### src/rtl/bptc_pkg.sv
// shared constants and types for the barometric compensation core
// no dependencies
package bptc_pkg;

   // field widths
   localparam int RAW_W   = 24;
   localparam int Q_W     = 32;
   localparam int ACC_W   = 56;
   localparam int MAG_W   = 56;
   localparam int TEMP_W  = 16;
   localparam int PRESS_W = 21;

   // csr port
   localparam int CSR_DATA_W = 64;
   localparam int CSR_ADDR_W = 6;

   // divider: one leading quotient bit, then DIV_STEP bits in each of DIV_STAGES stages
   localparam int DIV_STEP   = 3;
   localparam int DIV_STAGES = 10;
   localparam int DIV_QB     = 1 + DIV_STEP * DIV_STAGES;
   localparam int DIV_LAT    = DIV_STAGES + 3;

   // item latency from acceptance to result strobe
   localparam int LATENCY = 26;

   localparam logic [RAW_W-1:0] RAW_SCALE_RESET = 24'd3670016;
   localparam logic [PRESS_W-1:0] PRESS_MAX = 21'h1FFFFF;

   typedef logic signed [ACC_W-1:0] acc_type;

   typedef enum logic [2:0] {
      REG_RAW_SCALE = 3'd0,
      REG_TEMP      = 3'd1,
      REG_PBASE     = 3'd2,
      REG_PCROSS    = 3'd3,
      REG_PSECOND   = 3'd4,
      REG_PCUBIC    = 3'd5
   } reg_idx_type;

endpackage

### src/rtl/bptc_div.sv
// pipelined restoring divider: (raw * 2^30) / divisor, truncated and saturated to Q2.30
// depends on bptc_pkg
module bptc_div (
   input  logic                                 clock,
   input  logic signed [bptc_pkg::RAW_W-1:0]    raw,
   input  logic        [bptc_pkg::RAW_W-1:0]    divisor,
   output logic signed [bptc_pkg::Q_W-1:0]      quot
);

   localparam int QB = bptc_pkg::DIV_QB;
   localparam int NS = bptc_pkg::DIV_STAGES;

   logic [bptc_pkg::RAW_W-1:0] abs_ff;
   logic                       sgn_ff;

   logic [bptc_pkg::RAW_W-1:0] rem_ff [0:NS];
   logic [QB-1:0]              quo_ff [0:NS];
   logic                       neg_ff [0:NS];
   logic                       sat_ff [0:NS];

   logic [bptc_pkg::RAW_W-1:0] rem_in [0:NS-1];
   logic [QB-1:0]              quo_in [0:NS-1];

   logic                       lead_bit;
   logic                       sat_in;

   // magnitude of the reading
   always_ff @(posedge clock) begin
      abs_ff <= raw[bptc_pkg::RAW_W-1] ? bptc_pkg::RAW_W'(-raw) : bptc_pkg::RAW_W'(raw);
      sgn_ff <= raw[bptc_pkg::RAW_W-1];
   end

   // leading quotient bit and overflow test: quotient reaches 2^31 when |raw| >= 2*divisor
   always_comb begin
      lead_bit = abs_ff >= divisor;
      sat_in   = {1'b0, abs_ff} >= {divisor, 1'b0};
   end

   // DIV_STEP compare and subtract steps per stage
   always_comb begin
      logic [bptc_pkg::RAW_W-1:0] r;
      logic [bptc_pkg::RAW_W:0]   r2;
      logic [QB-1:0]              qv;
      for (int s = 0; s < NS; s++) begin
         r  = rem_ff[s];
         qv = quo_ff[s];
         for (int b = 0; b < bptc_pkg::DIV_STEP; b++) begin
            r2 = {r, 1'b0};
            if (r2 >= {1'b0, divisor}) begin
               r  = bptc_pkg::RAW_W'(r2 - {1'b0, divisor});
               qv = {qv[QB-2:0], 1'b1};
            end else begin
               r  = r2[bptc_pkg::RAW_W-1:0];
               qv = {qv[QB-2:0], 1'b0};
            end
         end
         rem_in[s] = r;
         quo_in[s] = qv;
      end
   end

   // first stage takes the leading bit, later stages the step results
   always_ff @(posedge clock) begin
      rem_ff[0] <= lead_bit ? abs_ff - divisor : abs_ff;
      quo_ff[0] <= QB'(lead_bit);
      neg_ff[0] <= sgn_ff;
      sat_ff[0] <= sat_in;
      for (int s = 0; s < NS; s++) begin
         rem_ff[s+1] <= rem_in[s];
         quo_ff[s+1] <= quo_in[s];
         neg_ff[s+1] <= neg_ff[s];
         sat_ff[s+1] <= sat_ff[s];
      end
   end

   // apply sign and saturation
   always_ff @(posedge clock) begin
      if (sat_ff[NS]) begin
         quot <= neg_ff[NS] ? 32'sh8000_0000 : 32'sh7FFF_FFFF;
      end else if (neg_ff[NS]) begin
         quot <= -signed'({1'b0, quo_ff[NS]});
      end else begin
         quot <= signed'({1'b0, quo_ff[NS]});
      end
   end

endmodule

### config.mk
export PLATFORM = sky130hd
export DESIGN_NAME = bptc_div
export DESIGN_NICKNAME = d
export VERILOG_FILES = /design/src/rtl/bptc_pkg.sv /design/src/rtl/bptc_div.sv
export SDC_FILE = /design/constraint.sdc
export NUM_CORES = 2
export LEC_CHECK = 0
export BUFFER_PORTS_ARGS = -buffer_cell sky130_fd_sc_hd__buf_2
export CAP_MARGIN = 40
export CORE_MARGIN = 2
export CORE_UTILIZATION = 30
export CTS_BUF_LIST = sky130_fd_sc_hd__clkbuf_4
export CTS_CLUSTER_SIZE = 24
export DETAILED_ROUTE_END_ITERATION = 8
export PLACE_DENSITY = 0.4
export RECOVER_POWER = 50
export SLEW_MARGIN = 10
export SYNTH_ARGS = -nofsm -noshare
export SYNTH_HDL_FRONTEND = slang
export SYNTH_SLANG_ARGS = --single-unit
### constraint.sdc
create_clock -name clock -period 26.5 [get_ports clock]
set_input_delay 5.3 -clock clock [delete_from_list [all_inputs] [get_ports clock]]
set_output_delay 5.3 -clock clock [all_outputs]
set_load 0.01 [all_outputs]
# ---- Word-level counts from Yosys, hierarchy flattened
# Memories as Yosys holds them, arrays and structs flattened.
# Cells that the tools add are included.
dict set report word_totals {
  regBits 57
  ram_bits 627
  input_bits 49
  wordCells 138
  mem_count 4
}
# name depth width rd rd_ports_with_merged_regs wr line
set memory_table {}
lappend memory_table {quo_ff 11 31 11 0 11 bptc_div.sv:17} ;# logic [QB-1:0] quo_ff [0:NS];
lappend memory_table {rem_ff 11 24 10 0 11 bptc_div.sv:16} ;# logic [bptc_pkg::RAW_W-1:0] rem_ff [0:NS];
lappend memory_table {neg_ff 11 1 11 0 11 bptc_div.sv:18} ;# logic neg_ff [0:NS];
lappend memory_table {sat_ff 11 1 11 0 11 bptc_div.sv:19} ;# logic sat_ff [0:NS];
dict set report classes {
  n_addsub 33
  order_cmp 32
  mux 65
}
# operator n
set ops {}
lappend ops {{>= comparator 25 x 24 -> 1 bit} 30}
lappend ops {{two-way mux 24 bit} 31}
lappend ops {{subtractor 24 bit} 31}
lappend ops {{two-way mux 32 bit} 3}
lappend ops {{negator 31 -> 32 bit} 1}
lappend ops {{two-way mux 1 bit} 30}
lappend ops {{>= comparator 24 x 25 -> 1 bit} 1}
lappend ops {{>= comparator 24 bit} 1}
lappend ops {{negator 24 bit} 1}
lappend ops {{two-way mux 23 bit} 1}

# ---- Logic depth before layout (Yosys ltp)
dict set report depth {
  word_depth 6
  ltp_mapped 43
  ltp_nobuf 35
}

# ---- Worst setup path before layout
# No wires, ideal clock.
dict set report synth_timing {
  path_kind {input to register}
  start {input divisor[0] (netlist bit)}
  end {memory rem_ff[8][10] (netlist bit)}
  setup_ps 121
  arrival_time_ps 14863
  t_required_ps 26379
  path_slack_ps 11516
  cell_stages 40
  cell_sequence {buf_2 > inv_2 > clkbuf_1 > clkbuf_1 > clkbuf_1 > ha_1 > nand4_1 > or4_1 > nor3b_1 > o211ai_1 > nand2_2 > clkinv_1 > buf_1 > mux2_2 > ha_1 > a2111oi_0 > o31ai_1 > o21a_1 > (+4 left out) > a221oi_4 > inv_2 > clkbuf_1 > mux2_2 > ha_1 > a21oi_1 > o21ai_0 > a41o_1 > a21oi_1 > o22ai_1 > a21o_1 > o31a_1 > a211o_1 > or3_4 > and2_1 > buf_2 > buf_6 > mux2_4}
}
# item line
set synth_lines {}
lappend synth_lines {{start: declaration} bptc_div.sv:6} ;# input logic [bptc_pkg::RAW_W-1:0] divisor,
lappend synth_lines {{end: declaration} bptc_div.sv:16}

==> run metrics <==
Startpoint Class input pin; vias 49900; initial antenna violation count 14; CTS H-tree depth 4; PortBufs 80; Worst Skew about 0.10 ns; global-route wire length before repair about 300000 um; Finish-stage setup viols 0; CTS max path bufs 3; post-detailed-route via-to-cell ratio 5.39; DIE AREA approximately 180000 um2; CTS tree built; fin crit period between 15 and 20 ns; Main synth FF type dfxtp_1; largest net degree at the start of global routing 45; clock buffer count from CTS between 150 and 200; Detailed Place HPWL 156000 um; synthesized net count around 7400; total gr overflow 0; DRC viols 0; clock transition at the registers of the reported paths 0.07 ns; first drt pass iteration count 5; Worst-Skew Late Latency ~1.3 ns; CTS Hold Bufs 0; fin crit share between 60% and 70%; Synth Register Bits approximately 500; num ports 81; Slew Limit Fails ~90; CTS sink count 495; critical path arrival 18.36 ns; Post-Route Setup TNS 0 ns; Synth-to-Final Area Change 10.3%; post-synthesis instance area between 50000 and 60000 um2; Avg Cell Area, Syn between 8 and 9 um2; Yosys top cell area share about 19%; r2r endpoint rem_ff[8][19]$_DFF_P_; outcome complete, but fails checks; fraction of layout instances using a drive strength above 1 around an eighth; setup repair bufs after CTS 0; main area contributors after synthesis dfxtp_1 (19%), ha_1 (18%), mux2_2 (7.9%), xnor2_1 (6.6%), a21oi_1 (5.6%); data required time at the worst endpoint roughly 28 ns; Initial Util 30.3%; CORE AREA approximately 180000 um2; antenna-violating nets left 0; wire per inst 21.5 um; Post-CTS Resized 0; CP max stage cell clkbuf_1; GPL Wtd Cong roughly 0.9; CTS root buffer clkbuf_4; post-synth top area cell dfxtp_1; area of the multi-input gates between 40000 and 50000 um2; FMAX ~58 MHz; RSZ-0062 raised after global routing false; Netlist cell types between 90 and 100; Storage cell area 9910 um2; violated checks max-capacitance violations, max-slew violations; crit-path max FO 26; FF-to-FF setup slack approximately 16 ns; critical path class input pin to register; most common cell after layout, fill and taps aside ha_1; Final Hold Viols 0; # fillers approximately 19000; DR iter-0 viols around 3400; total track usage 21.4%; vias in the first global route between 40000 and 50000; Crit. End Element register; Synth Warn # 0; Hold Path End quo_ff[10][24]$_DFF_P_; Final nets 7592; worst-margin pin slew a little over 2 ns; hold wc startpoint quo_ff[9][21]$_DFF_P_; hold depth 0; die height ~430 um; drt total wl a little under 200000 um; Max-Cap Viols 3; die width between 400 and 500 um; # rows about 150; worst flop-to-flop path startpoint rem_ff[7][5]$_DFF_P_; Post-Syn Instances around 6600; HP Class register to register; most frequent cells in the layout ha_1 (749), a21oi_1 (595), nor2_1 (503); sequential share of the synthesized area a little under a fifth; Max-slew headroom -37.7%; ys async rst share 0%; EDFF count, synth 0; Register-to-Register Path Depth 32; CP max stage delay around 1.5 ns
[final cells by class]
| class | count | area share [%] |
|---|---|---|
| Timing Repair Buffer | 174 | 1.86 |
| Antenna cell | 11 | 0.0467 |
| Clock inverter | 62 | 0.605 |
| Inverter | 233 | 1.49 |
| Multi-Input combinational cell | 5723 | 71.4 |
| Clock buffer | 219 | 2.79 |
| Sequential cell | 495 | 16.8 |
| Tap cell | 2340 | 4.97 |
[worst max-delay path: cells and delay by family]
kind                       cells  cell delay, ns
and+or+nand+nor                7            1.85
muxes                          3            1.18
buffers and inverters          9            4.71
AOI/OAI and AO/OA             17            4.05
adders and majority gates      3            1.16
[state kept, by name, summed over array words and instances (netlist names)]
signal / cells
rem_ff: 240
abs_ff: 24
sat_ff: 11
quot: 32
sgn_ff: 1
neg_ff: 11
quo_ff: 176
[cells in the mapped netlist, drive strengths merged (22+ instances only)]
cell / number
a21o: 296
o21bai: 84
o22ai: 24
xor2: 191
or2: 25
buf: 44
a21boi: 22
o41ai: 23
dfxtp: 495
o21ai: 456
a211oi: 69
a31oi: 64
xnor2: 403
nor2: 506
mux2: 392
nand4: 111
o211ai: 33
o31ai: 69
o21a: 109
and3: 49
nand3: 135
clkbuf: 102
nor3: 133
nor4: 43
nand2: 496
mux2i: 30
ha: 749
a211o: 36
a21oi: 597
nand2b: 82
inv: 229
and2: 47
or3: 48
o31a: 29
nor2b: 84
[how the worst max path moves through the flow]
stage                                        to  slack, ns       start  cells after the start
final                     rem_ff[7][20]$_DFF_P_       9.19  divisor[1]                     39
after global routing      rem_ff[7][20]$_DFF_P_       8.39  divisor[1]                     40
after CTS                 rem_ff[8][19]$_DFF_P_      11.25  divisor[6]                     38
after detailed placement  rem_ff[8][20]$_DFF_P_       9.93  divisor[6]                     38
after global placement    rem_ff[6][12]$_DFF_P_       9.88  divisor[7]                     35
after floorplan           rem_ff[8][10]$_DFF_P_      11.52  divisor[0]                     40
[metal layers]
layer | vias up | track usage [%] | wire length (um)
li1 | 25100 | - | -
met1 | 23400 | 29.6 | 96500
met2 | 1131 | 32.6 | 84400
met3 | 279 | 4.06 | 10400
met4 | 6 | 7.94 | 7160
met5 | - | 0.476 | 153
[through the flow]
step	util (%)	instances	hold slack (ns)	instance area (um2)	setup slack, ns
floorplan	-	6597	0.310	53400	11.52
global placement	32.2	8958	0.310	56900	9.88
detailed placement	32.3	8965	0.312	57000	9.93
CTS	33.4	9246	0.292	59000	11.25
global route	33.4	9256	0.315	59000	8.39
finish	33.4	9257	0.292	59000	9.19
[logic make-up (layout without fill, tap and decap cells)]
kind of cell | count (synthesis) | in the layout | synth area share [%]
compound gates | 2109 | 2109 | 25.5
simple gates | 1838 | 1838 | 16.5
fa+ha+maj | 760 | 760 | 17.9
xor+xnor | 594 | 594 | 9.74
flops | 495 | 495 | 18.5
mux | 422 | 422 | 8.96
buf+inv | 379 | 688 | 2.76
other cells | 0 | 11 | 0
Power is left out: the tool's default activity adds up to more than one toggle a clock period on the data nets, which glitch-free logic cannot reach.
