===== src/rtl/bptc_pkg.sv =====
// shared constants and types for the barometric compensation core
// no dependencies
package bptc_pkg;

   // field widths
   localparam int RAW_W   = 24;
   localparam int Q_W     = 32;
   localparam int ACC_W   = 56;
   localparam int MAG_W   = 56;
   localparam int TEMP_W  = 16;
   localparam int PRESS_W = 21;

   // csr port
   localparam int CSR_DATA_W = 64;
   localparam int CSR_ADDR_W = 6;

   // divider: one leading quotient bit, then DIV_STEP bits in each of DIV_STAGES stages
   localparam int DIV_STEP   = 3;
   localparam int DIV_STAGES = 10;
   localparam int DIV_QB     = 1 + DIV_STEP * DIV_STAGES;
   localparam int DIV_LAT    = DIV_STAGES + 3;

   // item latency from acceptance to result strobe
   localparam int LATENCY = 26;

   localparam logic [RAW_W-1:0] RAW_SCALE_RESET = 24'd3670016;
   localparam logic [PRESS_W-1:0] PRESS_MAX = 21'h1FFFFF;

   typedef logic signed [ACC_W-1:0] acc_type;

   typedef enum logic [2:0] {
      REG_RAW_SCALE = 3'd0,
      REG_TEMP      = 3'd1,
      REG_PBASE     = 3'd2,
      REG_PCROSS    = 3'd3,
      REG_PSECOND   = 3'd4,
      REG_PCUBIC    = 3'd5
   } reg_idx_type;

endpackage


===== src/rtl/bptc_mulq.sv =====
// three-stage Q30 multiplier: |a*q| / 2^30 truncated, with the sign of the product
// depends on bptc_pkg
module bptc_mulq (
   input  logic                                clock,
   input  bptc_pkg::acc_type                   a,
   input  logic signed [bptc_pkg::Q_W-1:0]     q,
   output logic        [bptc_pkg::MAG_W-1:0]   mag,
   output logic                                neg
);

   localparam int AW = bptc_pkg::ACC_W;
   localparam int LW = AW / 2;
   localparam int QW = bptc_pkg::Q_W;
   localparam int PW = LW + QW;
   localparam int SW = AW + QW;

   logic [AW-1:0] ua_ff;
   logic [QW-1:0] uq_ff;
   logic          n0_ff;
   logic [PW-1:0] ph_ff;
   logic [PW-1:0] pl_ff;
   logic          n1_ff;
   logic [SW-1:0] sum;

   // magnitudes
   always_ff @(posedge clock) begin
      ua_ff <= a[AW-1] ? AW'(-a) : AW'(a);
      uq_ff <= q[QW-1] ? QW'(-q) : QW'(q);
      n0_ff <= a[AW-1] ^ q[QW-1];
   end

   // two partial products of the split operand
   always_ff @(posedge clock) begin
      ph_ff <= ua_ff[AW-1:LW] * uq_ff;
      pl_ff <= ua_ff[LW-1:0] * uq_ff;
      n1_ff <= n0_ff;
   end

   // recombine and drop the 30 fraction bits
   assign sum = {ph_ff, {LW{1'b0}}} + SW'(pl_ff);

   always_ff @(posedge clock) begin
      mag <= sum[bptc_pkg::MAG_W+29:30];
      neg <= n1_ff;
   end

endmodule


===== config.mk =====
export PLATFORM = sky130hd
export DESIGN_NAME = bptc_mulq
export DESIGN_NICKNAME = d
export VERILOG_FILES = /design/src/rtl/bptc_pkg.sv /design/src/rtl/bptc_mulq.sv
export SDC_FILE = /design/constraint.sdc
export NUM_CORES = 2
export LEC_CHECK = 0
export BUFFER_PORTS_ARGS = -buffer_cell sky130_fd_sc_hd__buf_2
export CAP_MARGIN = 5
export CORE_ASPECT_RATIO = 0.75
export CORE_UTILIZATION = 50
export DETAILED_ROUTE_END_ITERATION = 8
export PLACE_DENSITY = 0.67
export SLEW_MARGIN = 5
export SYNTH_ARGS = -nofsm -noshare
export SYNTH_HDL_FRONTEND = slang
export SYNTH_SLANG_ARGS = --single-unit

===== constraint.sdc =====
create_clock -name clock -period 9.15 [get_ports clock]
set_input_delay 0 -clock clock [delete_from_list [all_inputs] [get_ports clock]]
set_output_delay 0 -clock clock [all_outputs]
set_load 0.01 [all_outputs]

==> Word level (Yosys, flattened, before mapping) <==
Index checks and enable logic that the tools add are counted.
Widths: inputs -> output; s select.
{ "word_totals": {"register_bits": 265, "in_bits": 89} }
{ "op_classes": {"addsub": 3, "mul": 2, "muxes": 2, "bitwise": 1} }
{ "ops": {"columns": ["operator", "n"], "rows": [
  ["$add 86x60->86", 1],
  ["$mul 28x32->60", 1],
  ["$mul 28x32->58", 1],
  ["$neg 56->56", 1],
  ["$mux 55", 1],
  ["$neg 32->32", 1],
  ["$mux 31", 1],
  ["$xor 1x1->1", 1]
]} }

==> Logic depth before layout (Yosys ltp) <==
{ "depth": {"depth_word": 2, "mapped_depth": 28, "ltp_nobuf": 25} }

==> Worst setup path after synthesis <==
OpenSTA, ideal clock, no wires.
{ "synth_path": {"path_kind": "reg2reg", "startpoint": "register uq_ff[25]", "endpoint": "register ph_ff[53]", "t_arrival_ns": 6.834, "path_slack_ns": 2.193, "stages_incl_launch_ff": 25, "path_buffers": 3, "synth_period_minus_slack_ns": 6.957, "cell_sequence": "dfxtp_1 > clkbuf_1 > clkbuf_1 > nand2_1 > fa_1 > fa_1 > inv_1 > fa_1 > fa_1 > fa_1 > fa_1 > inv_1 > fa_1 > inv_1 > ha_1 > clkbuf_1 > a2111oi_0 > o211a_1 > a2111o_1 > a41oi_1 > a21oi_1 > a31oi_1 > a31oi_1 > mux2i_1 > nand3_1"} }
{ "synth_between": {"elab_chain_cells": 1} }
{ "synth_rtl": {"columns": ["item", "line", "source"], "rows": [
  ["start, declared", "bptc_mulq.sv:18", "logic [QW-1:0] uq_ff;"],
  ["start signal, assigned", "bptc_mulq.sv:28", "uq_ff <= q[QW-1] ? QW'(-q) : QW'(q);"],
  ["$mul 28x32->58", "bptc_mulq.sv:34", "ph_ff <= ua_ff[AW-1:LW] * uq_ff;"],
  ["end signal, assigned", "bptc_mulq.sv:34", null],
  ["end, declared", "bptc_mulq.sv:20", "logic [PW-1:0] ph_ff;"]
]} }
No other way between the ends.
A chain may end at the register's enable or synchronous reset.

==> Worst setup path after layout <==
{ "layout_path": {"startpoint": "register ua_ff[13]", "endpoint": "register pl_ff[55]"} }
{ "layout_between": {"elab_chain_cells": 1} }
{ "layout_rtl": {"columns": ["item", "line", "source"], "rows": [
  ["start, declared", "bptc_mulq.sv:17", "logic [AW-1:0] ua_ff;"],
  ["start signal, assigned", "bptc_mulq.sv:27", "ua_ff <= a[AW-1] ? AW'(-a) : AW'(a);"],
  ["$mul 28x32->60", "bptc_mulq.sv:35", "pl_ff <= ua_ff[LW-1:0] * uq_ff;"],
  ["end signal, assigned", "bptc_mulq.sv:35", null],
  ["end, declared", "bptc_mulq.sv:21", "logic [PW-1:0] pl_ff;"]
]} }
No other way between the ends.

==> run_summary.xml <==
<?xml version="1.0" encoding="UTF-8"?>
<metrics>
  <group name="cts">
    <metric name="cts.clk_slew.worst_paths" unit="ns">0.10</metric>
    <metric name="clk_root_buffer_cell" unit="">clkbuf_16</metric>
    <metric name="ctsLongestPathBuffers" unit="">3</metric>
    <metric name="clkSinkCount" unit="">237</metric>
    <metric name="clock_latency_of_the_later_clocked_register_in_the_worst_skew_pair" unit="ns">0.67</metric>
    <metric name="ctsResizeCount" unit="">0</metric>
    <metric name="cts.htree.levels" unit="">1</metric>
    <metric name="cts-buffers-inserted" unit="">30</metric>
    <metric name="clock_tree_from_tritoncts" unit="">yes</metric>
  </group>
  <group name="setup_path">
    <metric name="timing.rr.start" unit="">ua_ff[13]$_DFF_P_</metric>
    <metric name="critPathArrivalTime" unit="ns">9.22</metric>
    <metric name="capturing_element_type_of_the_critical_path" unit="">flop</metric>
    <metric name="timing_worst_setup_path_type" unit="">flop to flop</metric>
    <metric name="timing.critical_path.from_type" unit="">flop</metric>
    <metric name="source_of_the_critical_timing_path" unit="">ua_ff[13]$_DFF_P_</metric>
    <metric name="timing.critical_path.fanout_max" unit="">22</metric>
    <metric name="cp_data_required_time" unit="ns">9.70</metric>
  </group>
  <group name="yosys">
    <metric name="instance_count_of_the_mapped_netlist" unit="">7333</metric>
    <metric name="ys.warnings.count" unit="">0</metric>
    <metric name="synthDistinctLibCells" unit="">65</metric>
    <metric name="synth.ff_latch_count" unit="">237</metric>
    <metric name="synth-seq-area-share" unit="%">7.21</metric>
    <metric name="synth_enable_flop_cells" unit="">0</metric>
    <metric name="synth.net_count" unit="">9420</metric>
    <metric name="synthesis.area_per_instance" unit="um^2">8.97</metric>
    <metric name="postSynth.topFlopCell" unit="">dfxtp_1</metric>
    <metric name="async_flop_share" unit="%">0</metric>
    <metric name="synth.cell_area" unit="um^2">65800</metric>
  </group>
  <group name="drt">
    <metric name="first_iter_violations" unit="">4078</metric>
    <metric name="drt-total-wl" unit="mm">198</metric>
    <metric name="via_per_inst" unit="">5.36</metric>
    <metric name="dr.pass1.iters" unit="">6</metric>
    <metric name="drc" unit="">0</metric>
    <metric name="detail-route-antenna-nets" unit="">0</metric>
    <metric name="post_drt_wl_per_cell" unit="um">21.6</metric>
    <metric name="via_count" unit="">49300</metric>
  </group>
  <group name="floorplan">
    <metric name="start_util" unit="%">50.7</metric>
    <metric name="fp.dieW" unit="um">421</metric>
    <metric name="core.rowCount" unit="">114</metric>
    <metric name="ioPinCount" unit="">146</metric>
    <metric name="die_height" unit="um">316</metric>
    <metric name="coreArea" unit="um^2">130000</metric>
    <metric name="die_area" unit="um^2">133000</metric>
  </group>
  <group name="flow_run">
    <metric name="max_capacitance_violation_total" unit="">0</metric>
  </group>
  <group name="timing">
    <metric name="fmax" unit="MHz">115</metric>
    <metric name="final.setup.tns" unit="ns">0</metric>
    <metric name="period_share" unit="%">94.8</metric>
    <metric name="min_period" unit="ns">8.68</metric>
    <metric name="report.final.slew_viol_count" unit="">0</metric>
    <metric name="slew_headroom" unit="%">8.30</metric>
    <metric name="setup-violations-final" unit="">0</metric>
    <metric name="setup_repair_after_global_routing_missed_its_margin" unit="">no</metric>
    <metric name="fin_worst_skew" unit="ns">0.0473</metric>
    <metric name="report.final.hold_viol_count" unit="">0</metric>
    <metric name="worst-slew-pin-transition" unit="ns">1.37</metric>
  </group>
  <group name="placed_design">
    <metric name="globalplace.congestion" unit="">0.970</metric>
    <metric name="port_buffers" unit="">145</metric>
    <metric name="dp.final_hpwl" unit="mm">160</metric>
  </group>
  <group name="finish">
    <metric name="synthToLayoutAreaGrowth" unit="%">8.12</metric>
    <metric name="finalNetCount" unit="">9525</metric>
    <metric name="filler_cell_count" unit="">11700</metric>
    <metric name="postLayoutCoreUtil" unit="%">54.9</metric>
    <metric name="post_route_cells_drive_above_1_share" unit="%">5.67</metric>
  </group>
  <group name="min_path">
    <metric name="timing.hold.worst.start" unit="">a[0]</metric>
    <metric name="timing.hold.worst.class" unit="">primary input to flop</metric>
  </group>
  <group name="global_route">
    <metric name="overflow" unit="">0</metric>
    <metric name="grt_start_max_net_pins" unit="">41</metric>
    <metric name="antenna_violations_before_repair" unit="">10</metric>
    <metric name="grt_pass1_vias" unit="">53200</metric>
    <metric name="global_route.usage.total" unit="%">30.9</metric>
    <metric name="first_pass_grt_wire_length" unit="mm">309</metric>
  </group>
  <group name="outcome">
    <metric name="outcome" unit="">completed</metric>
  </group>
</metrics>
==> timing repair <==
action | in CTS | in global routing
endpoints found under the setup margin | 0 | 0
hold buffers | 157 | 0
hold endpoints to repair | 89 | 0
buffers inserted | 0 | 0
==> placed cells by master (no fill, tap or decap), types with 7 or more instances in the layout <==
cell type / Yosys / final
nand2b_1: 8 / 8
buf_4: 0 / 162
nor2b_1: 13 / 13
nor2_1: 100 / 100
a21o_1: 73 / 73
o21a_1: 11 / 11
dlygate4sd3_1: 0 / 157
or4_1: 18 / 18
a21oi_1: 127 / 127
fa_1: 1554 / 1554
inv_1: 1791 / 1791
o31ai_1: 25 / 25
or2_2: 8 / 8
dfxtp_1: 237 / 202
or3_1: 24 / 24
ha_1: 444 / 444
a211oi_1: 13 / 13
nand3_1: 44 / 44
xnor2_1: 170 / 170
and3_1: 13 / 13
o211ai_1: 11 / 11
a2111oi_0: 10 / 9
dfxtp_2: 0 / 35
buf_2: 0 / 145
nor4_1: 13 / 12
nand2_1: 998 / 998
a31oi_1: 17 / 17
o21ai_0: 83 / 83
o41ai_1: 15 / 15
o21bai_1: 21 / 21
xor2_1: 50 / 50
clkbuf_16: 0 / 31
nor3_1: 39 / 39
and2_1: 918 / 918
a211o_1: 7 / 7
nand4_1: 20 / 20
==> registers in the layout (all words and copies together) (netlist names) <==
| register | count |
|---|---|
| ph_ff | 58 |
| mag | 56 |
| ua_ff | 56 |
| pl_ff | 32 |
| uq_ff | 32 |
| n0_ff | 1 |
| n1_ff | 1 |
| neg | 1 |
==> final cells by class <==
class / count / area (um^2) / area share, %
Antenna cell: 3 / 7.51 / 0.0106
Sequential cell: 237 / 4790 / 6.73
Clock inverter: 20 / 213 / 0.299
Tap cell: 1740 / 2180 / 3.06
Inverter: 1791 / 6720 / 9.45
Multi-Input combinational cell: 4911 / 52800 / 74.3
Timing Repair Buffer: 467 / 3570 / 5.02
Clock buffer: 34 / 807 / 1.13
==> metrics by stage <==
stage	hold WS (ns)	std cells	instance area, um^2	worst slack [ns]
6_report	0.0188	9203	71100	0.475
5_1_grt	0.00422	9201	71100	0.156
4_1_cts	0.000622	9200	71100	0.531
3_5_place_dp	0.155	8989	68500	0.525
3_3_place_gp	0.148	8989	68500	0.508
2_1_floorplan	0.0277	7333	65800	2.19
==> Yosys cell counts, types with 3 or more instances <==
cell / n / area (um^2)
o31ai_1: 25 / 188
or4_1: 18 / 135
a21o_1: 73 / 548
a41oi_1: 4 / 35.0
buf_1: 21 / 78.8
a22oi_1: 5 / 37.5
o21ai_0: 83 / 415
or3_1: 24 / 150
ha_1: 444 / 5560
a211o_1: 7 / 61.3
and3_1: 13 / 81.3
o41ai_1: 15 / 131
a31oi_1: 17 / 106
o31ai_2: 4 / 50.1
dfxtp_1: 237 / 4740
nor2b_1: 13 / 81.3
o21a_1: 11 / 82.6
o211ai_1: 11 / 82.6
and4_1: 4 / 35.0
nor4_1: 13 / 81.3
nand2_1: 998 / 3750
clkbuf_1: 372 / 1400
a2111oi_0: 10 / 87.6
nor2_1: 100 / 375
a21oi_1: 127 / 636
xor2_1: 50 / 438
nor3_1: 39 / 195
a221oi_1: 4 / 35.0
a21boi_0: 3 / 22.5
nand3_1: 44 / 220
nand2b_1: 8 / 50.1
a211oi_1: 13 / 97.6
inv_1: 1791 / 6720
nand4_1: 20 / 125
and2_1: 918 / 5740
or2_2: 8 / 50.1
fa_1: 1554 / 31100
o21bai_1: 21 / 158
nand3b_1: 3 / 22.5
xnor2_1: 170 / 1490
==> cell families after synthesis <==
group                      after synthesis  synth area share (%)
and+or+nand+nor                       2233                  17.0
buffers and inverters                 2185                  12.5
adders and majority gates             1998                  55.7
AOI/OAI and AO/OA                      458                  4.59
DFF                                    237                  7.21
xor gates and xnor gates               220                  2.93
muxes                                    2                0.0304
==> metal layers <==
metal	GRT usage (%)	share of wire [%]	vias up
met1	43.6	42	25200
met2	45.8	42	2309
li1	-	-	21500
met3	9.11	12	348
met4	10.2	4.0	8
met5	0	0.032	-
==> critical path, cell delays in order, from the launching register on <==
cell	delay (ns)
dfxtp_1	1.24
buf_4	0.40
nand2_1	0.11
fa_1	0.53
fa_1	0.55
inv_1	0.05
fa_1	0.49
fa_1	0.59
fa_1	0.44
fa_1	0.49
inv_1	0.06
fa_1	0.53
inv_1	0.06
ha_1	0.35
a21o_1	0.21
a2111oi_0	0.34
o21ai_0	0.26
a2111oi_0	0.80
buf_4	0.25
nor2_1	0.12
a41oi_1	0.27
buf_4	0.18
o21bai_1	0.09
xor2_1	0.14
==> final timing paths <==
path	to	slack, ns	cells past startpoint
hold / removal	ua_ff[0]$_DFF_P_	0.02	2
setup reg to reg	pl_ff[55]$_DFF_P_	0.47	23
setup / recovery	pl_ff[55]$_DFF_P_	0.47	23
hold reg to reg	neg$_DFF_P_	0.33	0
Power is left out: the tool's default activity adds up to more than one toggle a clock period on the data nets, which glitch-free logic cannot reach.
